$ cat config.mk
export PLATFORM = sky130hd
export DESIGN_NAME = osp_orient
export DESIGN_NICKNAME = d
export VERILOG_FILES = /design/src/osp_pkg.sv /design/src/osp_orient.sv
export SDC_FILE = /design/constraint.sdc
export NUM_CORES = 1
export LEC_CHECK = 0
export BUFFER_PORTS_ARGS = -buffer_cell sky130_fd_sc_hd__buf_4
export CORE_UTILIZATION = 52
export DETAILED_ROUTE_END_ITERATION = 10
export PLACE_DENSITY = 0.81
export SLEW_MARGIN = 20
export SYNTH_ARGS = -nofsm -noshare
export SYNTH_HDL_FRONTEND = slang
export SYNTH_SLANG_ARGS = --single-unit
$ cat constraint.sdc
create_clock -name clk_i -period 2.5 [get_ports clk_i]
set_input_delay 0.125 -clock clk_i [delete_from_list [all_inputs] [get_ports clk_i]]
set_output_delay 0.125 -clock clk_i [all_outputs]
set_load 0.02 [all_outputs]
$ cat src/osp_pkg.sv
// ----------------------------------------------------------------------------
// osp_pkg
// Types and constants shared by the point-to-screen transform pipeline.
// ----------------------------------------------------------------------------
`default_nettype none

package osp_pkg;

  // Coordinate format: signed, FRAC_BITS fraction bits
  localparam int COORD_WIDTH = 32;
  localparam int FRAC_BITS   = 8;

  // Gain format: signed Q16.16
  localparam int GAIN_WIDTH  = 32;
  localparam int GAIN_FRAC   = 16;

  localparam int CFG_WIDTH   = 32;
  localparam int CFG_IDX_W   = 3;
  localparam int SCR_WIDTH   = 32;
  localparam int ORG_WIDTH   = 32;
  localparam int RM_WIDTH    = 3;

  localparam int NUM_STAGES  = 5;

  // Datapath widths
  localparam int TOTAL_FRAC  = FRAC_BITS + GAIN_FRAC;
  localparam int PT_W        = COORD_WIDTH + 1;           // after one negation
  localparam int PROD_W      = PT_W + GAIN_WIDTH;         // exact product
  localparam int ORG_SH_W    = ORG_WIDTH + GAIN_FRAC;
  localparam int SUM_W       = ((PROD_W > ORG_SH_W) ? PROD_W : ORG_SH_W) + 1;
  localparam int RND_W       = SUM_W - TOTAL_FRAC;
  localparam int FIN_W       = ((RND_W > SCR_WIDTH) ? RND_W : SCR_WIDTH) + 2;

  // Rounding addends: half for positive values, half minus one for negative
  localparam logic [SUM_W-1:0] RND_HALF =
    {{(SUM_W-TOTAL_FRAC){1'b0}}, 1'b1, {(TOTAL_FRAC-1){1'b0}}};
  localparam logic [SUM_W-1:0] RND_HALF_M1 =
    {{(SUM_W-TOTAL_FRAC+1){1'b0}}, {(TOTAL_FRAC-1){1'b1}}};

  localparam logic [SCR_WIDTH-1:0] SCR_MAX = {1'b0, {(SCR_WIDTH-1){1'b1}}};
  localparam logic [SCR_WIDTH-1:0] SCR_MIN = {1'b1, {(SCR_WIDTH-1){1'b0}}};

  typedef enum logic [CFG_IDX_W-1:0] {
    REG_ROT_MIRROR = 3'd0,
    REG_GAIN_X     = 3'd1,
    REG_GAIN_Y     = 3'd2,
    REG_ORIGIN_X   = 3'd3,
    REG_ORIGIN_Y   = 3'd4,
    REG_Y_UP       = 3'd5,
    REG_OFFSET_X   = 3'd6,
    REG_OFFSET_Y   = 3'd7
  } cfg_reg_e;

  typedef enum logic [1:0] {
    ORIENT_UP    = 2'd0,
    ORIENT_DOWN  = 2'd1,
    ORIENT_LEFT  = 2'd2,
    ORIENT_RIGHT = 2'd3
  } orient_e;

  localparam int MIRROR_BIT = 2;

  typedef struct packed {
    logic        [RM_WIDTH-1:0]   rotation_mirror;
    logic signed [GAIN_WIDTH-1:0] gain_x;
    logic signed [GAIN_WIDTH-1:0] gain_y;
    logic signed [ORG_WIDTH-1:0]  origin_x_scaled;
    logic signed [ORG_WIDTH-1:0]  origin_y_scaled;
    logic                         y_up;
    logic signed [SCR_WIDTH-1:0]  pixel_offset_x;
    logic signed [SCR_WIDTH-1:0]  pixel_offset_y;
  } cfg_t;

  typedef struct packed {
    logic signed [COORD_WIDTH-1:0] point_x;
    logic signed [COORD_WIDTH-1:0] point_y;
  } point_t;

  typedef struct packed {
    logic signed [SCR_WIDTH-1:0] screen_x;
    logic signed [SCR_WIDTH-1:0] screen_y;
    logic                        clipped;
  } screen_t;

endpackage

`default_nettype wire

$ cat src/osp_orient.sv
// ----------------------------------------------------------------------------
// osp_orient
// Stage 1: mirror in x and turn the point by one of four orientations.
// ----------------------------------------------------------------------------
`default_nettype none

module osp_orient (
  input  wire logic                              clk_i,
  input  wire logic                              en_i,
  input  wire logic [osp_pkg::RM_WIDTH-1:0]     rotation_mirror_i,
  input  wire osp_pkg::point_t                   point_i,
  output logic signed [osp_pkg::PT_W-1:0]        x_o,
  output logic signed [osp_pkg::PT_W-1:0]        y_o
);

  logic signed [osp_pkg::PT_W-1:0] x_ext, y_ext, x_mir;
  logic signed [osp_pkg::PT_W-1:0] x_d, y_d, x_q, y_q;

  // One extra bit keeps the negation of the most negative point exact
  assign x_ext = osp_pkg::PT_W'(point_i.point_x);
  assign y_ext = osp_pkg::PT_W'(point_i.point_y);
  assign x_mir = rotation_mirror_i[osp_pkg::MIRROR_BIT] ? -x_ext : x_ext;

  always_comb begin
    unique case (osp_pkg::orient_e'(rotation_mirror_i[1:0]))
      osp_pkg::ORIENT_UP: begin
        x_d = x_mir;
        y_d = y_ext;
      end
      osp_pkg::ORIENT_DOWN: begin
        x_d = x_mir;
        y_d = -y_ext;
      end
      osp_pkg::ORIENT_LEFT: begin
        x_d = y_ext;
        y_d = x_mir;
      end
      osp_pkg::ORIENT_RIGHT: begin
        x_d = -y_ext;
        y_d = x_mir;
      end
      default: begin
        x_d = x_mir;
        y_d = y_ext;
      end
    endcase
  end

  always_ff @(posedge clk_i) begin
    if (en_i) begin
      x_q <= x_d;
      y_q <= y_d;
    end
  end

  assign x_o = x_q;
  assign y_o = y_q;

endmodule

`default_nettype wire

# Word level (Yosys, flattened, before mapping)
# Index checks and enable logic that the tools add are counted.
# W data, S select, Z words.
[totals]
register_bits = 66
inputBits = 69
wordCells = 13
[classes]
add_sub_neg = 2
n_eq_ne = 3
mux = 3
reduce_logical = 3
[ops]
columns = ["cell", "n"]
rows = [
  ["$pmux W33 S3", 2],
  ["$neg A32 Y33", 2],
  ["$mux W33", 1],
  ["$eq A2 B2 Y1 const B", 2],
  ["$reduce_or A2 Y1", 2],
  ["$eq A2 B1 Y1 const B", 1],
  ["$logic_not A2 Y1", 1],
]

# Depth between registers and ports, before layout
[depth]
depth_word = 3
ltp_mapped = 8
mapped_depth_nobuf = 7

# Least setup slack after synthesis
# Ideal clock, no wire load.
[synth_path]
kind = "input-to-reg"
startpoint = "input port point_i[41] (netlist bit)"
endpoint = "register x_q, in the netlist x_o[28] (data pin)"
setup_ns = 0.167
t_arrival_ns = 2.067
t_required_ns = 2.333
slack_ns = 0.266
path_stages = 6
path_cell_list = "or4_4 -> or4_1 -> buf_6 -> nor3_4 -> mux2_2 -> a211oi_1"
[synth_via]
elab_chain_cells = 3
[synth_lines]
columns = ["element", "line_no", "text"]
rows = [
  ["start: declaration", "osp_orient.sv:11", "input wire osp_pkg::point_t point_i,"],
  ["$neg A32 Y33", "osp_orient.sv:22", "assign x_mir = rotation_mirror_i[osp_pkg::MIRROR_BIT] ? -x_ext : x_ext;"],
  ["$mux W33", "osp_orient.sv:22", ""],
  ["$pmux W33 S3", "osp_orient.sv:25", "unique case (osp_pkg::orient_e'(rotation_mirror_i[1:0]))"],
  ["via x_d, one bit", "osp_orient.sv:17", "logic signed [osp_pkg::PT_W-1:0] x_d, y_d, x_q, y_q;"],
  ["end signal: assignment", "osp_orient.sv:51", "x_q <= x_d;"],
  ["end: declaration", "osp_orient.sv:17", ""],
]
# The timed path passes the listed nets, and every way through them passes these cells.
# A chain may end at the register's enable or synchronous reset.

# Final worst setup path
[layout_path]
startpoint = "input port point_i[55] (netlist bit)"
endpoint = "register x_q, in the netlist x_o[31] (data pin)"
# Same word-level chain as after synthesis.

==> out/metrics.yaml <==
cts-root-buf: "clkbuf_8"
worst_setup_path_end_kind: "flop"
routabilityCongestion: 0.868
start_util: 0.542
path_cells: "buf_4, or4_1, or4_1, buf_4, nor2_1, mux2_2, a211oi_1"
cp_max_fo: 7
ctsResizeCount: 0
yosys.area.top_type: "edfxtp_1"
die_y_um: 94.8
fin_crit_ps: 2240
finalCoreUtilization: 0.699
worst_path_max_delay_cell: "or4_1"
hold_class: "in2reg"
grt_setup_unrepaired: "false"
drv_cap: 0
port_buffers: 134
cts_hold_buf: 0
routed_wirelength_mm: 11.9
cts-buffers-inserted: 9
n_antenna_cell: 0
fmax_mhz: 447
wl_per_cell_um: 18.3
synthesis.yosys.warnings: 0
synthTopCellsByArea: "edfxtp_1, mux2i_1, xor2_1, o31ai_1, o41ai_1"
yosysSeqAreaShare: 0.443
fillCellCount: 647
die_w_um: 94.8
worstHoldStart: "point_i[32]"
synth_seq_cells: 66
antenna_found_initial: 0
start_kind: "input pin"
worstMarginPinSlew_ps: 853
slew_headroom: 0.432
vias: 3927
syn_area_per_cell_um2: 11.0
cpPeakStageDelay_ps: 590
drc: 0
path_class: "in2reg"
slew_violations: 0
async_flop_share: 0
clkSinkCount: 66
netlist_area_um2: 4480
grt_usage: 0.265
grt_max_degree: 67
required_ps: 2650
nNetsFinal: 612
ctsLongestPathBuffers: 2
status: "finished clean"
first_global_vias: 3745
area_delta_synth_final_pct: 28.9
stdcell_count: 649
synth_edf_count: 66
grt_pass1_wl_mm: 18.2
dp_cells: 635
rows: 33
core_um2: 8260
die_area_um2: 8980
synth.distinct_cells: 44
synth_top_area_share: 0.443
h-tree-depth: 3
path_delay_family: "simple AND/OR/NAND/NOR gates"
cp.buffers_inverters: 2
crit_start: "point_i[55]"
drtIter0Drc: 241
drive_gt1_frac: 0.327
arrival_ps: 2390
synthFlopType: "edfxtp_1"
gr-total-overflow: 0
clk_pin_slew_ps: 70
post_cts_buffers: 0
post-dp-hpwl_mm: 8.75
setup_viol: 0
viasPerCell: 6.05
dr.pass1.iters: 5
power.density_nw_per_um2: 545
ant_nets: 0
synth_nets: 479
hold_violations: 0
synthCells: 408
boundaryPins: 135
p_leak_nw: 2.39
fin_crit_sh: 0.895
cts_tree: "yes"
vdd_drop_max_v: 0.000276
power by group:
part | internal, mW | leakage (nW) | switching (mW)
Sequential | 1.38 | 0.646 | 0.0424
Combinational | 0.378 | 1.65 | 0.499
Clock | 0.439 | 0.0898 | 0.404
Total | 2.20 | 2.39 | 0.946
layout make-up:
type,count,area [um2],area share
inverters,7,26.3,0.00455
repair buffers,145,1090,0.189
well taps,105,131,0.0228
clock inverters,5,47.5,0.00824
flip-flops and latches,66,1980,0.344
clock buffers,9,124,0.0215
multi-input cells,312,2370,0.411
kinds of logic after synthesis:
logic type,count (synthesis),synth area share
simple gates,116,0.147
buf+inv,30,0.0280
compound gates,78,0.131
fa+ha+maj,2,0.00559
flops,66,0.443
xor+xnor,53,0.104
mux,63,0.142
state kept, by name (all words and copies together), names as in the netlist:
name	count
x_o	33
y_o	33
placed cells by master, fill, tap and decap left out, types with 11 or more instances in the layout:
master    synthesis  final
nand2_1          18     18
or3_1            11     11
nor3_1           16     16
xor2_1           45     45
buf_4             0    145
nor2_1           18     18
mux2i_1          58     58
o21ai_0          17     17
o31ai_1          19     19
edfxtp_1         66     66
layer usage:
| metal | vias to the layer above | global-route usage | wire, um |
|---|---|---|---|
| li1 | 1845 | - | - |
| met1 | 1874 | 0.345 | 4940 |
| met2 | 194 | 0.447 | 5910 |
| met3 | 14 | 0.0475 | 922 |
| met4 | 0 | 0.0821 | 123 |
| met5 | - | 0 | 0 |
per-stage QoR:
step	worst slack [ps]	hold WS, ps	cell area [um2]	setup TNS, ps	power [mW]
after detailed placement	-37.0	445	5600	-60.8	2.32
after global routing	225	125	5770	0	3.26
after global placement	43.3	450	5600	0	2.30
after CTS	299	106	5770	0	3.14
final	262	103	5770	0	3.15
after floorplan	266	237	4480	0	1.91
synth_stat cells (2+ instances only):
master    number
o41ai_1       10
nor2b_1        5
a21oi_1       10
xnor2_1        8
a31oi_1        2
or3_1         11
clkbuf_1      11
o211ai_1       3
buf_2          4
nor2_1        18
a211o_1        2
or4_4          3
a32oi_1        2
edfxtp_1      66
o31ai_1       19
a211oi_1       4
o41ai_2        3
xor2_1        45
or2_2          5
and3_1         3
ha_1           2
nand2_1       18
buf_1          7
nand3_1       10
nand4_1        2
mux2i_1       58
nor3_1        16
and2_1         2
o21ai_0       17
or4_1         10
nor4_1         7
inv_1          7
nor3_4         2
mux2_2         5
o31a_1         2
worst paths after layout:
kind           endpoint  slack (ps)  cells after the start
min    y_o[0]$_DFFE_PP_         100                      3
max   x_o[31]$_DFFE_PP_         260                      7
(Power assumes the default switching activity.)
