<file path="config.mk">
export PLATFORM = sky130hd
export DESIGN_NAME = osp_cfg
export DESIGN_NICKNAME = d
export VERILOG_FILES = /design/src/osp_pkg.sv /design/src/osp_cfg.sv
export SDC_FILE = /design/constraint.sdc
export NUM_CORES = 1
export LEC_CHECK = 0
export BUFFER_PORTS_ARGS = -buffer_cell sky130_fd_sc_hd__buf_4
export CORE_ASPECT_RATIO = 1.2
export CORE_MARGIN = 1
export CORE_UTILIZATION = 45
export CTS_BUF_LIST = sky130_fd_sc_hd__clkbuf_8
export DETAILED_ROUTE_END_ITERATION = 8
export GPL_TIMING_DRIVEN = 0
export PLACE_DENSITY = 0.75
export SLEW_MARGIN = 20
export SYNTH_ARGS = -nofsm -noshare
export SYNTH_HDL_FRONTEND = slang
export SYNTH_SLANG_ARGS = --single-unit
</file>
<file path="constraint.sdc">
create_clock -name clk_i -period 0.8 [get_ports clk_i]
set_input_delay 0.04 -clock clk_i [delete_from_list [all_inputs] [get_ports clk_i]]
set_output_delay 0.04 -clock clk_i [all_outputs]
set_load 0.01 [all_outputs]
</file>
<file path="src/osp_pkg.sv">
// ----------------------------------------------------------------------------
// osp_pkg
// Types and constants shared by the point-to-screen transform pipeline.
// ----------------------------------------------------------------------------
`default_nettype none

package osp_pkg;

  // Coordinate format: signed, FRAC_BITS fraction bits
  localparam int COORD_WIDTH = 32;
  localparam int FRAC_BITS   = 8;

  // Gain format: signed Q16.16
  localparam int GAIN_WIDTH  = 32;
  localparam int GAIN_FRAC   = 16;

  localparam int CFG_WIDTH   = 32;
  localparam int CFG_IDX_W   = 3;
  localparam int SCR_WIDTH   = 32;
  localparam int ORG_WIDTH   = 32;
  localparam int RM_WIDTH    = 3;

  localparam int NUM_STAGES  = 5;

  // Datapath widths
  localparam int TOTAL_FRAC  = FRAC_BITS + GAIN_FRAC;
  localparam int PT_W        = COORD_WIDTH + 1;           // after one negation
  localparam int PROD_W      = PT_W + GAIN_WIDTH;         // exact product
  localparam int ORG_SH_W    = ORG_WIDTH + GAIN_FRAC;
  localparam int SUM_W       = ((PROD_W > ORG_SH_W) ? PROD_W : ORG_SH_W) + 1;
  localparam int RND_W       = SUM_W - TOTAL_FRAC;
  localparam int FIN_W       = ((RND_W > SCR_WIDTH) ? RND_W : SCR_WIDTH) + 2;

  // Rounding addends: half for positive values, half minus one for negative
  localparam logic [SUM_W-1:0] RND_HALF =
    {{(SUM_W-TOTAL_FRAC){1'b0}}, 1'b1, {(TOTAL_FRAC-1){1'b0}}};
  localparam logic [SUM_W-1:0] RND_HALF_M1 =
    {{(SUM_W-TOTAL_FRAC+1){1'b0}}, {(TOTAL_FRAC-1){1'b1}}};

  localparam logic [SCR_WIDTH-1:0] SCR_MAX = {1'b0, {(SCR_WIDTH-1){1'b1}}};
  localparam logic [SCR_WIDTH-1:0] SCR_MIN = {1'b1, {(SCR_WIDTH-1){1'b0}}};

  typedef enum logic [CFG_IDX_W-1:0] {
    REG_ROT_MIRROR = 3'd0,
    REG_GAIN_X     = 3'd1,
    REG_GAIN_Y     = 3'd2,
    REG_ORIGIN_X   = 3'd3,
    REG_ORIGIN_Y   = 3'd4,
    REG_Y_UP       = 3'd5,
    REG_OFFSET_X   = 3'd6,
    REG_OFFSET_Y   = 3'd7
  } cfg_reg_e;

  typedef enum logic [1:0] {
    ORIENT_UP    = 2'd0,
    ORIENT_DOWN  = 2'd1,
    ORIENT_LEFT  = 2'd2,
    ORIENT_RIGHT = 2'd3
  } orient_e;

  localparam int MIRROR_BIT = 2;

  typedef struct packed {
    logic        [RM_WIDTH-1:0]   rotation_mirror;
    logic signed [GAIN_WIDTH-1:0] gain_x;
    logic signed [GAIN_WIDTH-1:0] gain_y;
    logic signed [ORG_WIDTH-1:0]  origin_x_scaled;
    logic signed [ORG_WIDTH-1:0]  origin_y_scaled;
    logic                         y_up;
    logic signed [SCR_WIDTH-1:0]  pixel_offset_x;
    logic signed [SCR_WIDTH-1:0]  pixel_offset_y;
  } cfg_t;

  typedef struct packed {
    logic signed [COORD_WIDTH-1:0] point_x;
    logic signed [COORD_WIDTH-1:0] point_y;
  } point_t;

  typedef struct packed {
    logic signed [SCR_WIDTH-1:0] screen_x;
    logic signed [SCR_WIDTH-1:0] screen_y;
    logic                        clipped;
  } screen_t;

endpackage

`default_nettype wire

</file>
<file path="src/osp_cfg.sv">
// ----------------------------------------------------------------------------
// osp_cfg
// Configuration register file with a plain write port.
// ----------------------------------------------------------------------------
`default_nettype none

module osp_cfg (
  input  wire logic                           clk_i,
  input  wire logic                           rst_ni,
  input  wire logic                           cfg_we_i,
  input  wire logic [osp_pkg::CFG_IDX_W-1:0] cfg_idx_i,
  input  wire logic [osp_pkg::CFG_WIDTH-1:0] cfg_data_i,
  output osp_pkg::cfg_t                       cfg_o
);

  osp_pkg::cfg_t cfg_q;

  always_ff @(posedge clk_i or negedge rst_ni) begin
    if (!rst_ni) begin
      cfg_q.rotation_mirror <= '0;
      cfg_q.gain_x          <= 32'sd65536;
      cfg_q.gain_y          <= 32'sd65536;
      cfg_q.origin_x_scaled <= -32'sd256;
      cfg_q.origin_y_scaled <= -32'sd256;
      cfg_q.y_up            <= 1'b0;
      cfg_q.pixel_offset_x  <= '0;
      cfg_q.pixel_offset_y  <= '0;
    end else if (cfg_we_i) begin
      unique case (osp_pkg::cfg_reg_e'(cfg_idx_i))
        osp_pkg::REG_ROT_MIRROR: cfg_q.rotation_mirror <= cfg_data_i[osp_pkg::RM_WIDTH-1:0];
        osp_pkg::REG_GAIN_X:     cfg_q.gain_x          <= cfg_data_i;
        osp_pkg::REG_GAIN_Y:     cfg_q.gain_y          <= cfg_data_i;
        osp_pkg::REG_ORIGIN_X:   cfg_q.origin_x_scaled <= cfg_data_i;
        osp_pkg::REG_ORIGIN_Y:   cfg_q.origin_y_scaled <= cfg_data_i;
        osp_pkg::REG_Y_UP:       cfg_q.y_up            <= cfg_data_i[0];
        osp_pkg::REG_OFFSET_X:   cfg_q.pixel_offset_x  <= cfg_data_i;
        osp_pkg::REG_OFFSET_Y:   cfg_q.pixel_offset_y  <= cfg_data_i;
        default:                 cfg_q.y_up            <= cfg_q.y_up;
      endcase
    end
  end

  assign cfg_o = cfg_q;

endmodule

`default_nettype wire

</file>
# After elaboration in Yosys (flattened, before gate mapping)
# Cells that the tools add are included.
# word_totals
word_cells	24
output_inout_bits	196
mem_bits_rw	0
latch_bits	0
mem_count	0
mem_bits_ro	0
ff_bits	196
inputBits	38
# op_classes
n_eq_ne	7
bitwise_logic	0
shifts	0
n_mul	0
n_mux	0
div	0
n_reduce_logical	9
n_addsub	0
order_cmp	0
# op_table
cell	n
AND reduction 2 bit	8
== test 3 bit, second input constant	4
== test 3 x 2 -> 1 bit, second input constant	2
== test 3 x 1 -> 1 bit, second input constant	1
logical NOT 3 bit	1

# Depth between registers and ports, before layout
# logic_depth
ltp_word	2
depth_mapped	5
mapped_depth_nobuf	2

# Worst setup path before layout
# Ideal clock, no wire load.
# synth_timing
kind	input port to flip-flop
from	input cfg_idx_i[0] (netlist bit)
to	register cfg_q (netlist bit cfg_o[66])
cell_stages	5
path_buffers	3
setup_ns	0.125
slack_ns	-0.423
arrival_ns	1.098
required_time_ns	0.675
cell_sequence	clkbuf_2 -> nor4bb_1 -> clkbuf_2 -> buf_6 -> mux2_2
# synth_between
elab_chain_cells	2
# synth_lines
item	line	source
start, declared	osp_cfg.sv:11	input wire logic [osp_pkg::CFG_IDX_W-1:0] cfg_idx_i,
== test 3 bit	osp_cfg.sv:29	unique case (osp_pkg::cfg_reg_e'(cfg_idx_i))
AND reduction 2 bit (no source line)	-	
end, declared	osp_cfg.sv:16	osp_pkg::cfg_t cfg_q;
# Every way passes these cells.
# A chain may end at the register's enable or synchronous reset.

# Worst setup path after layout
# layout_timing
from	register cfg_q (netlist bit cfg_o[93])
to	output cfg_o[93] (netlist bit)
# layout_rtl
item	line	source
end, declared	osp_cfg.sv:13	output osp_pkg::cfg_t cfg_o
# No word-level cell between the ends.

==> results.py <==
metrics = {
    "outcome": {
        "status": "finished, violations left",
        "violations": "negative hold slack, negative setup slack",
    },
    "cts": {
        "cts_tree": "built",
        "cts.sinks": 196,
        "cts_root_buf": "clkbuf_8",
        "clock_path_buffers": 2,
        "worstSkewPairLatency_ns": 0.45,
        "ctsHoldBuffers": 33,
        "cts_made_buffers": 17,
        "cts-htree-levels": 4,
        "path_clk_slew_ns": 0.10,
    },
    "power_and_ir_drop": {
        "powerDensity_nw_per_um2": 2620,
        "ir_worst_vdd_mv": 1.56,
        "leakagePower_nw": 5.96,
    },
    "worst_setup_path": {
        "path_max_fanout": 2,
        "reg2reg_slack_ns": -0.13,
        "path_delay_family": "flip-flops",
        "critPathLaunch": "cfg_o[93]",
        "worstSetupPathType": "reg -> out",
        "rr_worst_depth": 2,
        "cp.depth": 1,
        "arrival_ns": 1.13,
        "r2r_start": "cfg_o[181]",
        "crit_buf_inv": 1,
        "endpoint_kind": "primary output",
        "crit_path_top_delay_cell": "dfstp_2",
        "endpoint": "cfg_o[93]",
        "r2r_end": "cfg_o[181]",
        "cp_cell_sequence": "buf_6",
        "crit_path_start_kind": "flop",
        "cp_data_required_time_ns": 0.76,
        "critical_path.max_stage_delay_ns": 0.57,
    },
    "finish": {
        "final_layout_size_suffix_gt1_frac": 0.773,
        "largest_reg_flops": 196,
        "syn2layout_area_growth_pct": 68.8,
        "nNetsFinal": 832,
        "utilization": 0.773,
        "diodes": 0,
    },
    "floorplan": {
        "initial_core_util": 0.458,
        "coreArea_sq_um": 16200,
        "die_x_um": 119,
        "rows": 51,
        "fp.dieArea_sq_um": 17000,
        "fp.dieH_um": 143,
        "io_pins": 234,
    },
    "detailed_routing": {
        "ant_nets": 0,
        "dr.pass1.iters": 4,
        "wl_per_cell_um": 22.0,
        "num_vias": 5104,
        "drt-total-wl_mm": 22.4,
        "drtIter0Drc": 222,
        "vias_per_cell": 5.01,
        "drc": 0,
    },
    "timing": {
        "fin_ws_ns": -0.371,
        "relSlewSlack": 0.546,
        "fin_crit_sh": 1.46,
        "fin_crit_ns": 1.17,
        "worst_slew_pin_slew_ns": 0.680,
        "max_freq_mhz": 854,
        "rsz0062_at_grt": "true",
        "hold_viol": 88,
        "fin_tns_setup_ns": -58.73,
        "clock_skew_ns": 0,
        "drv_slew": 0,
        "fin_hold_ws_ns": -0.424,
        "setup_violations": 283,
    },
    "grt": {
        "globalRouteOverflowTotal": 0,
        "antenna_found_initial": 0,
        "grt_pass1_wl_mm": 32.3,
        "grt_max_degree": 108,
        "grt_pass1_vias": 5632,
        "grt_use_total": 0.253,
    },
    "placed_design": {
        "io_buffers": 230,
        "place_congestion": 0.778,
        "dp_hpwl_mm": 12.7,
    },
    "logic_synthesis": {
        "synth-seq-cells": 196,
        "synthDistinctLibCells": 12,
        "yosysSeqAreaShare": 0.669,
        "yosysWarnings": 0,
        "syn_area_sq_um": 7420,
        "syn_nets": 462,
        "syn_avg_cell_area_sq_um": 17.5,
        "syn_inst": 424,
    },
    "job": {
        "cap_violations": 0,
    },
    "min_path": {
        "min_path_type": "in -> async",
    },
}
## layout by cell type (no fill, tap or decap), types with 3 or more instances in the layout
cell type / netlist / layout
inv_6: 0 / 3
buf_4: 0 / 59
buf_12: 0 / 8
dlygate4sd3_1: 0 / 32
dfstp_2: 50 / 50
mux2_2: 190 / 74
dfrtp_1: 146 / 146
mux2_4: 0 / 122
buf_8: 0 / 7
buf_6: 9 / 264
nand4b_1: 3 / 3
clkbuf_8: 0 / 22
## where the power goes
part | internal [W] | switching, W
logic | 0.00796 | 0.00383
clock network | 0.00313 | 0.00351
registers | 0.0125 | 0.00189
total | 0.0236 | 0.00923
## routing by layer
layer | up-vias | global-route usage | part of all wire
met4 | 0 | 0.0926 | 0.020
li1 | 2232 | - | -
met1 | 2638 | 0.293 | 0.40
met2 | 199 | 0.443 | 0.52
met3 | 35 | 0.0775 | 0.066
met5 | - | 0 | 0
## stage by stage
step                instances  instance area, sq um  power [W]  hold WS (ns)  setup WS [ns]
detailed placement        867                  9780     0.0220        0.0851         -0.586
CTS                       988                 12000     0.0316        -0.424         -0.398
global placement          866                  9740     0.0217         0.310          -1.43
global route             1018                 12500     0.0342        -0.402         -0.432
finish                   1018                 12500     0.0328        -0.424         -0.371
floorplan                 424                  7750     0.0173        -0.256         -0.387
## worst min-delay path by stage
stage | start | to | slack, ns | depth (start not counted)
final | rst_ni | cfg_o[181] | -0.42 | 1
after global routing | rst_ni | cfg_o[181] | -0.40 | 1
after global placement | cfg_data_i[12] | cfg_o[77] | 0.31 | 2
after CTS | rst_ni | cfg_o[181] | -0.42 | 1
after detailed placement | rst_ni | cfg_o[181] | 0.09 | 1
after floorplan | rst_ni | cfg_o[0] | -0.26 | 0
## Yosys cell counts
cell type	n	area, sq um
and4bb_2	1	12.5
buf_2	11	55.1
buf_6	9	101
clkbuf_2	4	20.0
dfrtp_1	146	3650
dfstp_2	50	1310
mux2_1	6	67.6
mux2_2	190	2140
nand4_1	1	6.26
nand4b_1	3	26.3
nor4b_1	1	8.76
nor4bb_1	2	20.0
## what timing repair did
action	CTS	global route
gates resized for setup	257	90
endpoints found under the hold margin	285	68
pin swaps	1	3
gates cloned	3	0
endpoints found under the setup margin	250	340
setup buffers	54	47
## cells by family (layout without fill, tap and decap cells)
kind of cell,after synthesis,count (layout),synth area share
mux,196,196,0.297
flops,196,196,0.669
buf+inv,24,406,0.0238
simple gates,8,8,0.00994
## cell type report
cell class	count	area (sq um)
timing repair buffer	352	3770
buffer	23	333
tap	212	265
multi-input combinational	204	2780
fill	867	3670
clock inverter	10	120
sequential	196	4970
clock buffer	21	289
(Power assumes the default switching activity.)
