--- config.mk ---
export PLATFORM = sky130hd
export DESIGN_NAME = osp_axis
export DESIGN_NICKNAME = d
export VERILOG_FILES = /design/src/osp_pkg.sv /design/src/osp_axis.sv
export SDC_FILE = /design/constraint.sdc
export NUM_CORES = 2
export LEC_CHECK = 0
export CORE_MARGIN = 2
export CORE_UTILIZATION = 45
export CTS_BUF_LIST = sky130_fd_sc_hd__clkbuf_8
export DETAILED_ROUTE_END_ITERATION = 16
export DONT_BUFFER_PORTS = 1
export GPL_TIMING_DRIVEN = 0
export PLACE_DENSITY = 0.66
export SLEW_MARGIN = 30
export SYNTH_ARGS = -nofsm -noshare
export SYNTH_HDL_FRONTEND = slang
export SYNTH_SLANG_ARGS = --single-unit
--- constraint.sdc ---
create_clock -name clk_i -period 13.4 [get_ports clk_i]
set_input_delay 2.68 -clock clk_i [delete_from_list [all_inputs] [get_ports clk_i]]
set_output_delay 2.68 -clock clk_i [all_outputs]
set_load 0.005 [all_outputs]
--- src/osp_pkg.sv ---
// ----------------------------------------------------------------------------
// osp_pkg
// Types and constants shared by the point-to-screen transform pipeline.
// ----------------------------------------------------------------------------
`default_nettype none

package osp_pkg;

  // Coordinate format: signed, FRAC_BITS fraction bits
  localparam int COORD_WIDTH = 32;
  localparam int FRAC_BITS   = 8;

  // Gain format: signed Q16.16
  localparam int GAIN_WIDTH  = 32;
  localparam int GAIN_FRAC   = 16;

  localparam int CFG_WIDTH   = 32;
  localparam int CFG_IDX_W   = 3;
  localparam int SCR_WIDTH   = 32;
  localparam int ORG_WIDTH   = 32;
  localparam int RM_WIDTH    = 3;

  localparam int NUM_STAGES  = 5;

  // Datapath widths
  localparam int TOTAL_FRAC  = FRAC_BITS + GAIN_FRAC;
  localparam int PT_W        = COORD_WIDTH + 1;           // after one negation
  localparam int PROD_W      = PT_W + GAIN_WIDTH;         // exact product
  localparam int ORG_SH_W    = ORG_WIDTH + GAIN_FRAC;
  localparam int SUM_W       = ((PROD_W > ORG_SH_W) ? PROD_W : ORG_SH_W) + 1;
  localparam int RND_W       = SUM_W - TOTAL_FRAC;
  localparam int FIN_W       = ((RND_W > SCR_WIDTH) ? RND_W : SCR_WIDTH) + 2;

  // Rounding addends: half for positive values, half minus one for negative
  localparam logic [SUM_W-1:0] RND_HALF =
    {{(SUM_W-TOTAL_FRAC){1'b0}}, 1'b1, {(TOTAL_FRAC-1){1'b0}}};
  localparam logic [SUM_W-1:0] RND_HALF_M1 =
    {{(SUM_W-TOTAL_FRAC+1){1'b0}}, {(TOTAL_FRAC-1){1'b1}}};

  localparam logic [SCR_WIDTH-1:0] SCR_MAX = {1'b0, {(SCR_WIDTH-1){1'b1}}};
  localparam logic [SCR_WIDTH-1:0] SCR_MIN = {1'b1, {(SCR_WIDTH-1){1'b0}}};

  typedef enum logic [CFG_IDX_W-1:0] {
    REG_ROT_MIRROR = 3'd0,
    REG_GAIN_X     = 3'd1,
    REG_GAIN_Y     = 3'd2,
    REG_ORIGIN_X   = 3'd3,
    REG_ORIGIN_Y   = 3'd4,
    REG_Y_UP       = 3'd5,
    REG_OFFSET_X   = 3'd6,
    REG_OFFSET_Y   = 3'd7
  } cfg_reg_e;

  typedef enum logic [1:0] {
    ORIENT_UP    = 2'd0,
    ORIENT_DOWN  = 2'd1,
    ORIENT_LEFT  = 2'd2,
    ORIENT_RIGHT = 2'd3
  } orient_e;

  localparam int MIRROR_BIT = 2;

  typedef struct packed {
    logic        [RM_WIDTH-1:0]   rotation_mirror;
    logic signed [GAIN_WIDTH-1:0] gain_x;
    logic signed [GAIN_WIDTH-1:0] gain_y;
    logic signed [ORG_WIDTH-1:0]  origin_x_scaled;
    logic signed [ORG_WIDTH-1:0]  origin_y_scaled;
    logic                         y_up;
    logic signed [SCR_WIDTH-1:0]  pixel_offset_x;
    logic signed [SCR_WIDTH-1:0]  pixel_offset_y;
  } cfg_t;

  typedef struct packed {
    logic signed [COORD_WIDTH-1:0] point_x;
    logic signed [COORD_WIDTH-1:0] point_y;
  } point_t;

  typedef struct packed {
    logic signed [SCR_WIDTH-1:0] screen_x;
    logic signed [SCR_WIDTH-1:0] screen_y;
    logic                        clipped;
  } screen_t;

endpackage

`default_nettype wire

--- src/osp_axis.sv ---
// ----------------------------------------------------------------------------
// osp_axis
// Stages 2-4 of one axis: gain multiply, origin subtract, round half away
// from zero.
// ----------------------------------------------------------------------------
`default_nettype none

module osp_axis (
  input  wire logic                                clk_i,
  input  wire logic [2:0]                          en_i,
  input  wire logic signed [osp_pkg::PT_W-1:0]     point_i,
  input  wire logic signed [osp_pkg::GAIN_WIDTH-1:0] gain_i,
  input  wire logic signed [osp_pkg::ORG_WIDTH-1:0]  origin_i,
  output logic signed [osp_pkg::RND_W-1:0]         rnd_o
);

  logic signed [osp_pkg::PROD_W-1:0]   prod_d, prod_q;
  logic signed [osp_pkg::ORG_SH_W-1:0] org_sh;
  logic signed [osp_pkg::SUM_W-1:0]    diff_d, diff_q;
  logic        [osp_pkg::SUM_W-1:0]    sum_r;
  logic signed [osp_pkg::RND_W-1:0]    rnd_q;

  // Exact signed product, FRAC_BITS + 16 fraction bits
  assign prod_d = osp_pkg::PROD_W'(point_i) * osp_pkg::PROD_W'(gain_i);

  // Align origin to the product's fraction
  assign org_sh = {origin_i, {osp_pkg::GAIN_FRAC{1'b0}}};
  assign diff_d = osp_pkg::SUM_W'(prod_q) - osp_pkg::SUM_W'(org_sh);

  // Negative values add half minus one so the floor shift rounds away from zero
  assign sum_r = diff_q + (diff_q[osp_pkg::SUM_W-1] ? osp_pkg::RND_HALF_M1
                                                     : osp_pkg::RND_HALF);

  always_ff @(posedge clk_i) begin
    if (en_i[0]) prod_q <= prod_d;
    if (en_i[1]) diff_q <= diff_d;
    if (en_i[2]) rnd_q  <= sum_r[osp_pkg::SUM_W-1:osp_pkg::TOTAL_FRAC];
  end

  assign rnd_o = rnd_q;

endmodule

`default_nettype wire

# Word level (Yosys, flattened, before mapping)
# Index checks and enable logic that the tools add are counted.
dict set report op_classes {
  n_addsub 2
  multipliers 1
  mux 1
}
# cell n
set ops {}
lappend ops {{$add 66x24->66} 1}
lappend ops {{$sub 65x48->66} 1}
lappend ops {{$mul 33x32->65} 1}
lappend ops {{$mux 24} 1}
dict set report totals {
  reg_bits 173
}

# Longest topological paths before layout
dict set report logic_depth {
  depth_word 2
  depth_mapped 31
}

# Least setup slack after synthesis
# No wires, ideal clock.
dict set report synth_timing {
  path_kind {input port to flip-flop}
  from {input port point_i[32] (netlist bit)}
  to {register prod_q[63] (netlist bit), data pin}
  setup_time_ps 258
  t_arrival_ps 10182
  required_ps 13142
  setup_slack_ps 2959
  stages 28
  path_cell_list {clkbuf_1 nand2_1 inv_1 fa_1 inv_1 fa_1 inv_1 fa_1 fa_1 inv_1 fa_1 inv_1 fa_1 fa_1 fa_1 ha_1 a21o_1 a21o_1 a21oi_1 nor2b_1 nor2_1 o21bai_1 a21o_1 a21oi_1 o21ai_2 a2111o_1 a211oi_2 xnor2_1}
}
dict set report synth_between {
  elab_chain_cells 1
}
# element line_no
set synth_rtl {}
lappend synth_rtl {{start, declared} osp_axis.sv:11} ;# input wire logic signed [osp_pkg::PT_W-1:0] point_i,
lappend synth_rtl {{$mul 33x32->65} osp_axis.sv:24} ;# assign prod_d = osp_pkg::PROD_W'(point_i) * osp_pkg::PROD_W'(gain_i);
lappend synth_rtl {{net prod_d, one bit} osp_axis.sv:17} ;# logic signed [osp_pkg::PROD_W-1:0] prod_d, prod_q;
lappend synth_rtl {{end signal, assigned} osp_axis.sv:35} ;# if (en_i[0]) prod_q <= prod_d;
lappend synth_rtl {{end, declared} osp_axis.sv:17}
# The timed path passes the listed nets, and every way through them passes these cells.
# A chain may end at the register's enable or synchronous reset.

# Final worst setup path
# Ends and elaborated chain as after synthesis.

==> impl_metrics.py <==
metrics = {
    "sta": {
        "slew_violations": 0,
        "max_freq_mhz": 85.7,
        "rsz0062_at_grt": "no",
        "hold_violations": 0,
        "tns_ns": 0,
        "maxSlewHeadroom_pct": 23.7,
        "min_period_ns": 11.67,
        "tightest_slew_ns": 1.14,
        "finClkSkew_ns": 0.0174,
        "min_period_over_period_pct": 87.1,
        "final-setup-viol-count": 0,
    },
    "yosys": {
        "syn_nets": 6134,
        "ys_seq_area_share_pct": 11.3,
        "synth-edff-count": 173,
        "synth_ff_type": "edfxtp_1",
        "async_reset_ff_share_pct": 0,
        "ys_ff_latch": 173,
        "ys_warn_count": 0,
        "synthesis.area_um2": 45800,
        "synth_cell_type_count": 68,
        "syn_inst": 4662,
        "avgSynthCellArea_um2": 9.82,
    },
    "worst_setup_path": {
        "cp_max_fo": 10,
        "worstRegToRegCells": 13,
        "cp-start-kind": "input pin",
        "worst_ep_arrival_time_ns": 11.90,
        "cp-end-kind": "flop",
        "required_ns": 13.63,
        "critical_path_class": "in -> reg",
        "max_stage_delay_ns": 0.97,
        "critPathMostFrequentCell": "fa_1",
        "regToRegSetupSlack_ns": 9.24,
        "timing.critical_path.slowest_stage_cell": "fa_1",
    },
    "grt": {
        "overflow": 0,
        "grt_max_degree": 67,
        "grt_pass1_wl_um": 227000,
        "grt_use_met3_pct": 11.2,
        "grt_pass1_vias": 35100,
        "top_usage_layer": "met2",
        "grt_util_met2_pct": 45.3,
        "antenna_found_initial": 16,
        "grt_usage_pct": 30.3,
        "grtUsageMet1_pct": 38.8,
    },
    "clock_tree": {
        "cts-root-buf": "clkbuf_8",
        "cts_sinks": 173,
        "clockBufferDepth": 2,
        "clkTransAtPathRegs_ns": 0.10,
        "clkLatencyLatePin_ns": 0.47,
        "cts_tree": "done",
        "post_cts_buffers": 0,
        "postCtsHoldBufs": 0,
        "cts-htree-levels": 4,
        "cts_resized": 0,
        "cts_inserted_buffers": 17,
    },
    "floorplan": {
        "io_pins": 143,
        "initial_core_util_pct": 45.6,
        "die_h_um": 323,
        "die_w_um": 323,
        "rows": 116,
        "coreArea_um2": 100000,
        "die_area_um2": 104000,
    },
    "run_status": {
        "status": "finished clean",
    },
    "layout": {
        "syn_to_final_growth_pct": 4.75,
        "nets": 6155,
        "final_cell_mix": "1112 x inv_1, 1112 x fa_1, 598 x nand2_1",
        "drive_gt1_share_pct": 1.64,
        "design_area_um2": 47900,
        "num-fill-cells": 9508,
    },
    "drt": {
        "drcViolationCount": 0,
        "drtPass1Iterations": 7,
        "drtIter0Drc": 3279,
        "routedWlPerCell_um": 25.1,
        "vias": 33000,
        "viasPerCell": 5.44,
        "drtAntennaViolNets": 0,
        "wirelength_um": 152000,
    },
    "min_path": {
        "hold_path_depth": 0,
        "hold_path.class": "reg -> reg",
    },
    "job": {
        "drv_cap": 0,
    },
    "place": {
        "place_congestion": 1.06,
        "io_buffers": 0,
        "dpl-instance-area_um2": 47500,
        "dp.final_hpwl_um": 127000,
    },
}
[sequential cells by signal, summed over array words and instances (netlist names)]
name / cells
rnd_o: 42
diff_q: 66
prod_q: 65
[critical path, delay by kind of cell]
family / cells / cell delay (ns)
adders and majority gates: 9 / 4.95
buffers and inverters: 6 / 1.82
AOI/OAI and AO/OA: 9 / 1.78
and+or+nand+nor: 3 / 0.54
xor gates and xnor gates: 1 / 0.09
[cell usage after synthesis, types with 3 or more instances]
cell	instances	share of area, %
xor2_1	58	1.1
a31oi_1	3	0.041
and3_1	16	0.22
o21ai_2	3	0.057
nor2_1	75	0.62
edfxtp_1	173	11
a221o_1	3	0.066
o211ai_1	5	0.082
inv_1	1112	9.1
or2_2	4	0.055
ha_1	258	7.1
o21bai_1	13	0.21
a211oi_1	8	0.13
o21ai_0	41	0.45
a21boi_0	4	0.066
o21a_1	10	0.16
nor2b_1	17	0.23
and2_1	493	6.7
a21oi_1	104	1.1
and4_1	3	0.057
xnor2_1	103	2.0
nand4_1	22	0.30
clkbuf_1	204	1.7
a311oi_1	3	0.057
fa_1	1113	49
nor3_1	12	0.13
a21oi_2	4	0.077
a21boi_1	5	0.082
o221ai_1	3	0.057
nand2_1	598	4.9
nand2b_1	24	0.33
a21o_1	73	1.2
nand3_1	35	0.38
o21ai_1	16	0.17
a211oi_2	3	0.082
[layer usage]
metal / vias up / share of wire [%]
met5: - / 0.026
met4: 6 / 5.9
met3: 465 / 14
met2: 2010 / 43
met1: 16700 / 38
li1: 13800 / -
[stage by stage]
stage | hold slack (ns) | utilization (%) | setup WS [ns] | cells
3_5_place_dp | 0.405 | 47.3 | 1.39 | 6020
6_report | 0.417 | 47.7 | 1.73 | 6069
5_1_grt | 0.425 | 47.7 | 1.47 | 6057
3_3_place_gp | 0.402 | 47.3 | 1.44 | 6019
4_1_cts | 0.416 | 47.7 | 1.91 | 6051
2_1_floorplan | 0.400 | - | 2.96 | 4662
[worst paths after layout]
| check | from | endpoint |
|---|---|---|
| max | point_i[32] | prod_q[63]$_DFFE_PP_ |
| min | prod_q[12]$_DFFE_PP_ | diff_q[12]$_DFFE_PP_ |
| max reg2reg | diff_q[65]$_DFFE_PP_ | rnd_o[41]$_DFFE_PP_ |
| min reg2reg | prod_q[12]$_DFFE_PP_ | diff_q[12]$_DFFE_PP_ |
[area by class of cell]
type                            count  area, um2  share of cell area, %
Multi-Input combinational cell   3170      35600                   74.3
Sequential cell                   173       5190                   10.8
Inverter                         1112       4170                   8.71
Tap cell                         1357       1700                   3.54
Buffer                            207        800                   1.67
Clock buffer                       17        234                  0.488
Clock inverter                     14        155                  0.324
Antenna cell                       17       42.5                 0.0887
Timing Repair Buffer                2       22.5                 0.0470
[logic make-up after synthesis]
logic type               synth area share (%)
adder cells (fa/ha/maj)                  55.7
buffers and inverters                    10.8
AND/OR/NAND/NOR                          14.1
AO/OA/AOI/OAI                            4.92
flip-flops                               11.3
XOR/XNOR                                 3.08
Power is not shown: default switching activity piles up to over one toggle a cycle in this logic, so the estimate is an artifact.
