File: config.mk
export PLATFORM = sky130hd
export DESIGN_NAME = osp_finish
export DESIGN_NICKNAME = d
export VERILOG_FILES = /design/src/osp_pkg.sv /design/src/osp_finish.sv
export SDC_FILE = /design/constraint.sdc
export NUM_CORES = 1
export LEC_CHECK = 0
export BUFFER_PORTS_ARGS = -buffer_cell sky130_fd_sc_hd__buf_2
export CAP_MARGIN = 10
export CORE_ASPECT_RATIO = 0.9
export CORE_MARGIN = 2
export CORE_UTILIZATION = 51
export DETAILED_ROUTE_END_ITERATION = 6
export PLACE_DENSITY = 0.92
export SKIP_CTS_REPAIR_TIMING = 1
export SYNTH_ARGS = -nofsm -noshare
export SYNTH_HDL_FRONTEND = slang
export SYNTH_SLANG_ARGS = --single-unit
File: constraint.sdc
create_clock -name clk_i -period 8.5 [get_ports clk_i]
set_input_delay 1.7 -clock clk_i [delete_from_list [all_inputs] [get_ports clk_i]]
set_output_delay 1.7 -clock clk_i [all_outputs]
set_load 0.02 [all_outputs]
File: src/osp_pkg.sv
// ----------------------------------------------------------------------------
// osp_pkg
// Types and constants shared by the point-to-screen transform pipeline.
// ----------------------------------------------------------------------------
`default_nettype none

package osp_pkg;

  // Coordinate format: signed, FRAC_BITS fraction bits
  localparam int COORD_WIDTH = 32;
  localparam int FRAC_BITS   = 8;

  // Gain format: signed Q16.16
  localparam int GAIN_WIDTH  = 32;
  localparam int GAIN_FRAC   = 16;

  localparam int CFG_WIDTH   = 32;
  localparam int CFG_IDX_W   = 3;
  localparam int SCR_WIDTH   = 32;
  localparam int ORG_WIDTH   = 32;
  localparam int RM_WIDTH    = 3;

  localparam int NUM_STAGES  = 5;

  // Datapath widths
  localparam int TOTAL_FRAC  = FRAC_BITS + GAIN_FRAC;
  localparam int PT_W        = COORD_WIDTH + 1;           // after one negation
  localparam int PROD_W      = PT_W + GAIN_WIDTH;         // exact product
  localparam int ORG_SH_W    = ORG_WIDTH + GAIN_FRAC;
  localparam int SUM_W       = ((PROD_W > ORG_SH_W) ? PROD_W : ORG_SH_W) + 1;
  localparam int RND_W       = SUM_W - TOTAL_FRAC;
  localparam int FIN_W       = ((RND_W > SCR_WIDTH) ? RND_W : SCR_WIDTH) + 2;

  // Rounding addends: half for positive values, half minus one for negative
  localparam logic [SUM_W-1:0] RND_HALF =
    {{(SUM_W-TOTAL_FRAC){1'b0}}, 1'b1, {(TOTAL_FRAC-1){1'b0}}};
  localparam logic [SUM_W-1:0] RND_HALF_M1 =
    {{(SUM_W-TOTAL_FRAC+1){1'b0}}, {(TOTAL_FRAC-1){1'b1}}};

  localparam logic [SCR_WIDTH-1:0] SCR_MAX = {1'b0, {(SCR_WIDTH-1){1'b1}}};
  localparam logic [SCR_WIDTH-1:0] SCR_MIN = {1'b1, {(SCR_WIDTH-1){1'b0}}};

  typedef enum logic [CFG_IDX_W-1:0] {
    REG_ROT_MIRROR = 3'd0,
    REG_GAIN_X     = 3'd1,
    REG_GAIN_Y     = 3'd2,
    REG_ORIGIN_X   = 3'd3,
    REG_ORIGIN_Y   = 3'd4,
    REG_Y_UP       = 3'd5,
    REG_OFFSET_X   = 3'd6,
    REG_OFFSET_Y   = 3'd7
  } cfg_reg_e;

  typedef enum logic [1:0] {
    ORIENT_UP    = 2'd0,
    ORIENT_DOWN  = 2'd1,
    ORIENT_LEFT  = 2'd2,
    ORIENT_RIGHT = 2'd3
  } orient_e;

  localparam int MIRROR_BIT = 2;

  typedef struct packed {
    logic        [RM_WIDTH-1:0]   rotation_mirror;
    logic signed [GAIN_WIDTH-1:0] gain_x;
    logic signed [GAIN_WIDTH-1:0] gain_y;
    logic signed [ORG_WIDTH-1:0]  origin_x_scaled;
    logic signed [ORG_WIDTH-1:0]  origin_y_scaled;
    logic                         y_up;
    logic signed [SCR_WIDTH-1:0]  pixel_offset_x;
    logic signed [SCR_WIDTH-1:0]  pixel_offset_y;
  } cfg_t;

  typedef struct packed {
    logic signed [COORD_WIDTH-1:0] point_x;
    logic signed [COORD_WIDTH-1:0] point_y;
  } point_t;

  typedef struct packed {
    logic signed [SCR_WIDTH-1:0] screen_x;
    logic signed [SCR_WIDTH-1:0] screen_y;
    logic                        clipped;
  } screen_t;

endpackage

`default_nettype wire

File: src/osp_finish.sv
// ----------------------------------------------------------------------------
// osp_finish
// Stage 5: y-up flip, pixel offset and saturation to 32 bits.
// ----------------------------------------------------------------------------
`default_nettype none

module osp_finish (
  input  wire logic                              clk_i,
  input  wire logic                              en_i,
  input  wire osp_pkg::cfg_t                     cfg_i,
  input  wire logic signed [osp_pkg::RND_W-1:0]  rnd_x_i,
  input  wire logic signed [osp_pkg::RND_W-1:0]  rnd_y_i,
  output osp_pkg::screen_t                       res_o
);

  logic signed [osp_pkg::FIN_W-1:0] x_ext, y_ext, offx_ext, offy_ext, sum_x, sum_y;
  logic [osp_pkg::FIN_W-osp_pkg::SCR_WIDTH:0] hi_x, hi_y;
  logic ovf_x, ovf_y;
  osp_pkg::screen_t res_d, res_q;

  assign x_ext    = osp_pkg::FIN_W'(rnd_x_i);
  assign y_ext    = osp_pkg::FIN_W'(rnd_y_i);
  assign offx_ext = osp_pkg::FIN_W'(cfg_i.pixel_offset_x);
  assign offy_ext = osp_pkg::FIN_W'(cfg_i.pixel_offset_y);

  // y-up folds the negation into the offset add
  assign sum_x = offx_ext + x_ext;
  assign sum_y = cfg_i.y_up ? (offy_ext - y_ext) : (offy_ext + y_ext);

  // Overflow when the bits above the 32-bit sign differ
  assign hi_x  = sum_x[osp_pkg::FIN_W-1:osp_pkg::SCR_WIDTH-1];
  assign hi_y  = sum_y[osp_pkg::FIN_W-1:osp_pkg::SCR_WIDTH-1];
  assign ovf_x = !((&hi_x) || !(|hi_x));
  assign ovf_y = !((&hi_y) || !(|hi_y));

  always_comb begin
    res_d.screen_x = ovf_x ? (sum_x[osp_pkg::FIN_W-1] ? osp_pkg::SCR_MIN : osp_pkg::SCR_MAX)
                           : sum_x[osp_pkg::SCR_WIDTH-1:0];
    res_d.screen_y = ovf_y ? (sum_y[osp_pkg::FIN_W-1] ? osp_pkg::SCR_MIN : osp_pkg::SCR_MAX)
                           : sum_y[osp_pkg::SCR_WIDTH-1:0];
    res_d.clipped  = ovf_x | ovf_y;
  end

  always_ff @(posedge clk_i) begin
    if (en_i) res_q <= res_d;
  end

  assign res_o = res_q;

endmodule

`default_nettype wire

After elaboration in Yosys (flattened, before gate mapping)
Index checks and enable logic that the tools add are counted.
Word-level totals
  output and inout bits: 65
  logic and storage cells: 22
  input port bits: 282
  bits in registers: 65
Cells by class
  mux-type cells: 5
  add/sub/neg operators: 3
  reduce and logical (&&, ||, !) cells: 10
  bitwise operators: 1
Operators by type and width (number)
  32-bit 2-to-1 mux: 4
  32-bit by 42-bit adder with 43-bit output: 2
  44-bit 2-to-1 mux: 1
  32-bit by 42-bit subtractor with 43-bit output: 1
  13-bit AND reduction: 2
  13-bit OR reduction: 2
  1-bit logical NOT: 4
  1-bit logical OR: 2
  1-bit bitwise OR: 1

Longest topological paths before layout
  word-level depth: 7
  gate-level depth with buffers: 26
  mapped depth without buffers: 23

Worst setup path after synthesis
OpenSTA, ideal clock, no wires.
  kind: input to register
  from: in rnd_y_i[5] (netlist bit)
  to: reg res_q, in the netlist res_o[19], data pin
  data required time: 8360 ps
  path slack: 1741 ps
  stages: 25
  library setup time: 140 ps
  path buffers: 3
  arrival: 6618 ps
  cells stage by stage: or4_4 > nor4_4 > nand2_1 > nor2_1 > nand2_1 > nor2_1 > nand2_1 > or2_2 > nor4_1 > nor2_1 > xnor2_1 > ha_1 > clkbuf_1 > and3_1 > o21ai_0 > a311oi_1 > mux2i_1 > o41a_1 > nand4_1 > or2_2 > nor4_1 > nor2_1 > buf_2 > buf_6 > a21oi_2
RTL lines
  from (decl): RTL line osp_finish.sv:12  | input wire logic signed [osp_pkg::RND_W-1:0] rnd_y_i,
  to (signal assigned): RTL line osp_finish.sv:45  | if (en_i) res_q <= res_d;
  to (decl): RTL line osp_finish.sv:19  | osp_pkg::screen_t res_d, res_q;

==> results.cfg <==
[layout]
multi_input_area_um2 = 6410
fill_cells = 1509
insertedDiodeCount = 0
largest_register_ff_count = 65
regArea_um2 = 1950
final_nets = 1658
area_growth_pct = 16.9
postLayoutCellArea_um2 = 10100
drive_gt1_share_pct = 21.3
fin_cells = 1505
fin_util_pct = 60.4

[drt]
vias_per_cell = 6.11
avgRoutedWirePerCell_um = 18.2
detailroute.via_count = 9194
sum_of_routed_wire_length_over_all_layers_um = 27300
drt.antenna.violating_nets = 0
drcViolationCount = 0
detail_route.first_pass.iterations = 5
drt-initial-drc-count = 587

[synth]
ys_top_cells_by_area = sky130_fd_sc_hd__edfxtp_1 (23%), sky130_fd_sc_hd__ha_1 (12%), sky130_fd_sc_hd__a21oi_1 (8.0%), sky130_fd_sc_hd__xnor2_1 (7.7%), sky130_fd_sc_hd__nor2_1 (5.1%)
synth.ff_latch_count = 65
syn-num-nets = 1475
synth.avg_cell_area_um2 = 7.84
synth_area_leader_cell = sky130_fd_sc_hd__edfxtp_1
seq_area_frac_synth_pct = 22.5
ys_async_sr_fraction_pct = 0
yosys.cell_count.top_type = sky130_fd_sc_hd__a21oi_1
synth_top_cell_area_share_pct = 22.5
ys_flop_type = sky130_fd_sc_hd__edfxtp_1
synth_enable_flop_cells = 65
post_synth_inst_count = 1106
synthDistinctLibCells = 70
synth_common_cells = sky130_fd_sc_hd__a21oi_1 (139), sky130_fd_sc_hd__nor2_1 (117), sky130_fd_sc_hd__nand2_1 (102)
ys_warn_count = 0
synth_area_um2 = 8670

[timing]
hold_slack_ns = 1.89
max_clock_freq_ghz = 0.130
grt_setup_unrepaired = false
timing_hold_violations_final = 0
final.setup.tns_ns = 0
final_min_period_over_clock_period_pct = 90.5
worst_slew_margin_rel_pct = 40.2
setup_viol = 0
finalCriticalPeriod_ns = 7.69
slew_violations = 0
timing.final.ws_setup_ns = 0.808
worstMarginPinSlew_ns = 0.895

[global_routing]
groute.usage.overall_pct = 29.4
grt_start_max_net_pins = 66
first_global_vias = 8399
grt_first_pass_wirelength_um = 42400
antenna_violations_before_repair = 0
overall_overflow_remaining_after_global_route = 0

[hold_path]
min-delay-start = rnd_y_i[0]
hold_depth = 3
hold_end = res_o[1]
timing.hold.worst.class = in -> reg

[cts]
ctsHtreeMaxLevel = 3
clk_path_buf_depth = 2
cts_root_buffer = sky130_fd_sc_hd__clkbuf_16
clk_pin_slew_worst_paths_ns = 0.05
clock_sinks = 65
clock_buffers_created_by_tritoncts = 9
cts_tree = done

[place]
port-buffer-count = 215
detailed_place_hpwl_um = 22900
dp_slack_ns = 0.576
total_placed_cells_including_tap_cells = 1489
finalWeightedCongestion = 0.952
post_dp_cell_area_um2 = 9850

[power]
total_power_mw = 1.73
ir_worst_vdd_uv = 94.3
p_per_area_nw_per_um2 = 171
p_leak_nw = 4.38

[floorplan]
io_pins = 347
core_region_area_um2 = 16800
die_width_um = 141
die_area_um2 = 18100
placement_rows = 45
die_y_um = 128
start_util_pct = 51.7

[worst_setup_path]
critPathCaptureType = register
timing_worst_setup_path_type = in -> reg
cp_data_required_time_ns = 8.66
crit_path_max_fanout = 20
crit_start_category = input port
cp_data_arrival_time_ns = 7.86

[outcome]
outcome = finished, final reports clean

[job]
max_cap_viol_count = 0
==> cells in the final DEF, fill, tap and decap left out, types with 9 or more instances in the layout <==
cell type                   instances
sky130_fd_sc_hd__nor3_1            30
sky130_fd_sc_hd__a21oi_2           11
sky130_fd_sc_hd__nor4_1            11
sky130_fd_sc_hd__o211ai_1          13
sky130_fd_sc_hd__a31oi_1           12
sky130_fd_sc_hd__buf_2            215
sky130_fd_sc_hd__edfxtp_1          65
sky130_fd_sc_hd__o21ai_0           73
sky130_fd_sc_hd__nand2_1          102
sky130_fd_sc_hd__o21a_1            10
sky130_fd_sc_hd__nand3_1           15
sky130_fd_sc_hd__ha_1              85
sky130_fd_sc_hd__a21oi_1          139
sky130_fd_sc_hd__nand2b_1          16
sky130_fd_sc_hd__clkbuf_16          9
sky130_fd_sc_hd__nor2_1           115
sky130_fd_sc_hd__xor2_1            37
sky130_fd_sc_hd__and3_1            10
sky130_fd_sc_hd__a21o_1            50
sky130_fd_sc_hd__nand4_1           33
sky130_fd_sc_hd__inv_1             25
sky130_fd_sc_hd__xnor2_1           76
==> cell type report <==
| class | instances | share of cell area, % |
|---|---|---|
| timing repair buffer | 222 | 11.1 |
| clock inverter | 5 | 0.543 |
| clock buffer | 11 | 2.30 |
| inverter | 25 | 0.926 |
| multi-input combinational | 966 | 63.2 |
| tap | 211 | 2.60 |
| sequential | 65 | 19.3 |
==> worst max-delay path: stages <==
cell	delay, ns
sky130_fd_sc_hd__buf_2	0.12
sky130_fd_sc_hd__or4_4	0.58
sky130_fd_sc_hd__nor4_4	0.17
sky130_fd_sc_hd__nand2b_1	0.16
sky130_fd_sc_hd__nor2_1	0.16
sky130_fd_sc_hd__nand2_1	0.07
sky130_fd_sc_hd__nor2_1	0.25
sky130_fd_sc_hd__nand2_1	0.15
sky130_fd_sc_hd__or2_2	0.35
sky130_fd_sc_hd__nor2_1	0.22
sky130_fd_sc_hd__nor2_1	0.08
sky130_fd_sc_hd__xnor2_1	0.13
sky130_fd_sc_hd__ha_1	0.39
sky130_fd_sc_hd__and3_1	0.31
sky130_fd_sc_hd__o21ai_0	0.15
sky130_fd_sc_hd__a311oi_1	0.63
sky130_fd_sc_hd__mux2i_1	0.26
sky130_fd_sc_hd__o41a_1	0.17
sky130_fd_sc_hd__nand4_1	0.12
sky130_fd_sc_hd__or2_2	0.31
sky130_fd_sc_hd__nor4_1	0.59
sky130_fd_sc_hd__nor2_2	0.34
sky130_fd_sc_hd__buf_4	0.26
sky130_fd_sc_hd__a21oi_1	0.16
==> power by group <==
part / total (mW) / switching [mW] / leakage (nW) / internal [mW]
registers: 0.473 / 0.0318 / 0.637 / 0.441
logic: 0.903 / 0.569 / 3.61 / 0.334
clock network: 0.360 / 0.133 / 0.138 / 0.226
==> routing by layer <==
layer  track usage (%)  routed length [µm]  vias up
li1                  -                   -     4472
met1              37.3               11700     4184
met2              51.3               12600      483
met3              4.15                2110       55
met4              10.4                 990        0
met5                 0                   0        -
==> logic make-up after synthesis <==
family          Yosys count  share of synthesized area [%]
simple gates            380                           21.6
flops                    65                           22.5
mux                       6                          0.707
buf+inv                  75                           3.59
fa+ha+maj                87                           12.7
xor+xnor                113                           11.4
compound gates          380                           27.4
==> worst max-delay path by stage <==
stage	cells past startpoint	slack, ns	start	endpoint
CTS	24	0.92	rnd_y_i[12]	res_o[10]
global placement	24	0.79	rnd_y_i[12]	res_o[10]
floorplan	25	1.74	rnd_y_i[5]	res_o[19]
detailed placement	24	0.58	rnd_y_i[12]	res_o[10]
global route	24	0.27	rnd_y_i[12]	res_o[10]
finish	24	0.81	rnd_y_i[12]	res_o[10]
Note: power is estimated with default switching activity, not from simulation.
